**config.mk**
```make
export PLATFORM = sky130hd
export DESIGN_NAME = glosw_ctrl
export DESIGN_NICKNAME = d
export VERILOG_FILES = /design/src/glosw_pkg.sv /design/src/glosw_ctrl.sv
export SDC_FILE = /design/constraint.sdc
export NUM_CORES = 1
export LEC_CHECK = 0
export ABC_AREA = 1
export BUFFER_PORTS_ARGS = -buffer_cell sky130_fd_sc_hd__buf_2
export CORE_MARGIN = 3
export CORE_UTILIZATION = 35
export DETAILED_ROUTE_END_ITERATION = 8
export PLACE_DENSITY = 0.64
export SLEW_MARGIN = 0
export SYNTH_ARGS = -nofsm -noshare
export SYNTH_HDL_FRONTEND = slang
export SYNTH_SLANG_ARGS = --single-unit
```
**constraint.sdc**
```tcl
create_clock -name i_clk -period 0.9 [get_ports i_clk]
set_input_delay 0.18 -clock i_clk [delete_from_list [all_inputs] [get_ports i_clk]]
set_output_delay 0.18 -clock i_clk [all_outputs]
set_load 0.01 [all_outputs]
```
**src/glosw_pkg.sv**
```systemverilog
`default_nettype none

package glosw_pkg;

    localparam int MAX_SIDE_DEF = 256;
    localparam int COORD_W      = 8;
    localparam int OP_W         = 2;
    localparam int CFG_W        = 9;
    localparam int CFG_IDX_W    = 1;
    // Walk positions may step one cell outside the 8-bit range on either side.
    localparam int POS_W        = COORD_W + 2;
    localparam int ERR_W        = COORD_W + 4;

    localparam logic [CFG_W-1:0] GRID_RESET = CFG_W'(256);

    localparam logic [CFG_IDX_W-1:0] CFG_GRID_WIDTH  = CFG_IDX_W'(0);
    localparam logic [CFG_IDX_W-1:0] CFG_GRID_HEIGHT = CFG_IDX_W'(1);

    typedef enum logic [OP_W-1:0] {
        OP_WRITE      = 2'd0,
        OP_LINE_CLEAR = 2'd1,
        OP_FIRST_OPEN = 2'd2
    } t_op;

    // Which cell of the current step is being probed.
    typedef enum logic [1:0] {
        PROBE_MAIN,
        PROBE_SIDE,
        PROBE_OTHER
    } t_probe;

    typedef struct packed {
        logic   clear_row;
        logic   write_cell;
        logic   load;
        logic   issue;
        t_probe kind;
        logic   advance;
        logic   mark_hit;
        logic   load_out;
    } t_dp_cmd;

    typedef struct packed {
        logic clear_last;
        logic len_zero;
        logic last_step;
        logic err_nonneg;
        logic hit;
    } t_dp_sts;

endpackage

`default_nettype wire

```
**src/glosw_ctrl.sv**
```systemverilog
`default_nettype none

module glosw_ctrl (
    input  wire logic                       i_clk,
    input  wire logic                       i_rst_n,
    input  wire logic                       i_in_valid,
    output logic                            o_in_ready,
    input  wire logic [glosw_pkg::OP_W-1:0] i_op,
    output logic                            o_out_valid,
    input  wire logic                       i_out_ready,
    output glosw_pkg::t_dp_cmd              o_cmd,
    input  wire glosw_pkg::t_dp_sts         i_sts
);
    import glosw_pkg::*;

    typedef enum logic [2:0] {
        S_CLEAR,
        S_IDLE,
        S_START,
        S_ISSUE,
        S_CHECK,
        S_FINISH
    } t_state;

    t_state r_state, n_state;
    t_probe r_kind, n_kind;
    logic   r_out_valid, n_out_valid;
    logic   in_acc;
    logic   step_done;

    always_comb begin
        o_in_ready = (r_state == S_IDLE);
        in_acc     = i_in_valid && o_in_ready;

        o_cmd            = '0;
        o_cmd.kind       = r_kind;
        o_cmd.clear_row  = (r_state == S_CLEAR);
        o_cmd.write_cell = in_acc && (i_op == OP_WRITE);
        o_cmd.load       = in_acc && ((i_op == OP_LINE_CLEAR) || (i_op == OP_FIRST_OPEN));
        o_cmd.issue      = (r_state == S_ISSUE);

        n_state   = r_state;
        n_kind    = r_kind;
        step_done = 1'b0;

        unique case (r_state)
            S_CLEAR: begin
                if (i_sts.clear_last) begin
                    n_state = S_IDLE;
                end
            end
            S_IDLE: begin
                if (o_cmd.load) begin
                    n_state = S_START;
                end
            end
            S_START: begin
                n_kind  = PROBE_MAIN;
                n_state = i_sts.len_zero ? S_FINISH : S_ISSUE;
            end
            S_ISSUE: begin
                n_state = S_CHECK;
            end
            S_CHECK: begin
                if (i_sts.hit) begin
                    o_cmd.mark_hit = 1'b1;
                    n_state        = S_FINISH;
                end else begin
                    unique case (r_kind)
                        PROBE_MAIN: begin
                            if (i_sts.err_nonneg) begin
                                n_kind  = PROBE_SIDE;
                                n_state = S_ISSUE;
                            end else begin
                                step_done = 1'b1;
                            end
                        end
                        PROBE_SIDE: begin
                            n_kind  = PROBE_OTHER;
                            n_state = S_ISSUE;
                        end
                        default: begin
                            step_done = 1'b1;
                        end
                    endcase
                    if (step_done) begin
                        o_cmd.advance = 1'b1;
                        n_kind        = PROBE_MAIN;
                        n_state       = i_sts.last_step ? S_FINISH : S_ISSUE;
                    end
                end
            end
            S_FINISH: begin
                if (!r_out_valid || i_out_ready) begin
                    o_cmd.load_out = 1'b1;
                    n_state        = S_IDLE;
                end
            end
            default: begin
                n_state = S_IDLE;
            end
        endcase

        n_out_valid = r_out_valid;
        if (r_out_valid && i_out_ready) begin
            n_out_valid = 1'b0;
        end
        if (o_cmd.load_out) begin
            n_out_valid = 1'b1;
        end
    end

    always_ff @(posedge i_clk) begin
        if (!i_rst_n) begin
            r_state     <= S_CLEAR;
            r_kind      <= PROBE_MAIN;
            r_out_valid <= 1'b0;
        end else begin
            r_state     <= n_state;
            r_kind      <= n_kind;
            r_out_valid <= n_out_valid;
        end
    end

    assign o_out_valid = r_out_valid;

endmodule

`default_nettype wire

```
==> results.toml <==
[clock_tree]
insertion_delay_ns = 0.24
cts_sinks = 6
clk_pin_slew_ns = 0.04
ctsHoldBuffers = 0
h-tree-depth = 1
cts_tree = "done"
cts-root-buf = "clkbuf_4"
numCtsBuffers = 3
clk_path_buf_depth = 2

[timing]
layout_setup_ws_ns = -0.4188
fin_crit_sh_pct = 146.5
skew_ns = 0.005684
rsz0062_at_grt = "yes"
max_slew_margin_pct = 86.66
min_period_ns = 1.319
hold_viol = 0
max_freq_mhz = 758.2
finalSetupViolCount = 15
drv_slew = 0
tightest_slew_ns = 0.1993

[drt]
viasPerCell = 4.500
routedWlPerCell_um = 12.07
dr.pass1.iters = 4
ant_nets = 0
dr.first_iter.drc_count = 9
drt-total-wl_um = 1666
drc = 0
num_vias = 621

[cells_and_area]
fin_area_um2 = 943.4
final_nets = 137
layout-drive-gt1-share_pct = 56.45
syn2layout_area_growth_pct = 104.9
diodes = 0

[yosys]
synth_top_area_share_pct = 26.09
synth_edf_count = 0
synthCells = 85
synth_top_cell_by_area = "dfxtp_1"
synth.distinct_cells = 15
synth-main-ff-cell = "dfxtp_1"
synth-seq-cells = 6
yosysMostFrequentCell = "nand2_1"
synth_area_leaders = "dfxtp_1 26%, nand2_1 18%, inv_1 17%"
syn_avg_cell_area_um2 = 5.417
yosysWarnings = 0
ys_async_sr_fraction_pct = 0
synthesis.area_um2 = 460.4
synth_fp_nets = 97
seq_area_frac_synth_pct = 26.09
synth_common_cells = "22 x nand2_1, 21 x inv_1, 14 x nor2_1"

[die]
die_area_um2 = 1787
die_h_um = 42.27
die_x_um = 42.27
rows = 12
io_pins = 22
initial_core_util_pct = 39.32
coreArea_um2 = 1171

[place]
port-buffer-count = 21
place_area_um2 = 686.9
dp_hpwl_um = 961.1
finalWeightedCongestion = 0.7848
dpl_worst_slack_ns = -0.1950

[min_path]
hold_path.class = "in2reg"

[worst_setup_path]
crit_required_ns = 0.72
arrival_ns = 1.14
critPathLaunchType = "flip-flop"
path_max_fanout = 3
critPathKind = "reg2out"
endpoint_kind = "primary output"
reg2reg_slack_ns = -0.27

[power]
p_leak_uw = 0.0005029
ir_worst_vdd_mv = 0.7898
p_per_area_nw_per_um2 = 1180

[run_status]
status = "complete, but fails checks"
violations = "setup timing"

[grt]
grt_max_degree = 6
antenna_found_initial = 0
overflow = 0
grt_usage_pct = 17.90
first_global_vias = 624
grt_pass1_wl_um = 2497

[job]
cap_violations = 0
logic make-up after synthesis:
family                   after synthesis  synth area share [%]
AND/OR/NAND/NOR                       48                 44.02
AO/OA/AOI/OAI                          7                 7.608
flip-flops                             6                 26.09
buffers and inverters                 23                 19.57
adder cells (fa/ha/maj)                1                 2.717
where the power goes:
group	leakage [uW]	switching [uW]	internal [uW]
Combinational	0.000436	266	266
Sequential	0.0000524	30.1	288
Clock	0.0000150	95.5	168
worst max-delay path: stages, from the launching register on:
cell     delay [ns]
dfxtp_4        0.36
nor2_4         0.13
nand2_2        0.08
nor2_4         0.09
and2_4         0.15
buf_6          0.09
area by class of cell:
| cell class | count | area, um2 |
|---|---|---|
| multi-input cells | 56 | 362.8 |
| flip-flops and latches | 6 | 135.1 |
| repair buffers | 36 | 309.0 |
| fillers | 85 | 227.7 |
| clock buffers | 4 | 26.28 |
| inverters | 22 | 92.59 |
| well taps | 14 | 17.52 |
repair_timing:
action | 4_1_cts | 5_1_grt
setup endpoints to repair | 16 | 16
pin swaps | 4 | 12
gates resized for setup | 17 | 25
setup buffers | 5 | 4
endpoints found under the hold margin | 0 | 0
through the flow:
step                      utilization [%]  TNS [ns]  hold slack [ns]  total power [uW]  std cells
after floorplan                         -   -0.3083           0.2770             525.7         85
after global placement              58.65    -1.609           0.4192             648.2        127
after detailed placement            58.65    -1.687           0.4325             651.6        127
after CTS                           69.66    -4.046           0.1770             992.2        136
after global routing                80.56    -4.887           0.2190              1193        138
final                               80.56    -4.149           0.1954              1113        138
layer usage:
metal | part of all wire, % | GRT usage, % | vias to the layer above | wire [um]
met4 | 1.9 | 10.56 | 0 | 31
li1 | - | - | 333 | -
met5 | 0 | 0 | - | 0
met3 | 2.8 | 2.575 | 4 | 46
met2 | 55 | 29.18 | 13 | 917
met1 | 40 | 21.94 | 271 | 671
cells in the final DEF (no fill, tap or decap), drive strengths merged:
master   n
clkbuf   4
nor2    16
a21oi    4
buf     36
nand3    7
o21ai    3
nand2   22
ha       1
nand3b   1
nor3     1
dfxtp    6
inv     22
and2     1
registers in the layout, indices dropped and copies added, names as in the netlist:
signal,cells
o_out_valid,1
r_kind,2
r_state,3
worst paths after layout:
kind / cells after the start / start / to
max: 5 / r_state[0]$_SDFFE_PN0P_ / o_cmd[2]
min: 3 / i_rst_n / r_kind[0]$_SDFFE_PN0P_
max reg2reg: 9 / r_state[0]$_SDFFE_PN0P_ / r_state[0]$_SDFFE_PN0P_
min reg2reg: 2 / o_out_valid$_SDFFE_PN0P_ / o_out_valid$_SDFFE_PN0P_
No activity file was read; power rests on OpenSTA's default activity.
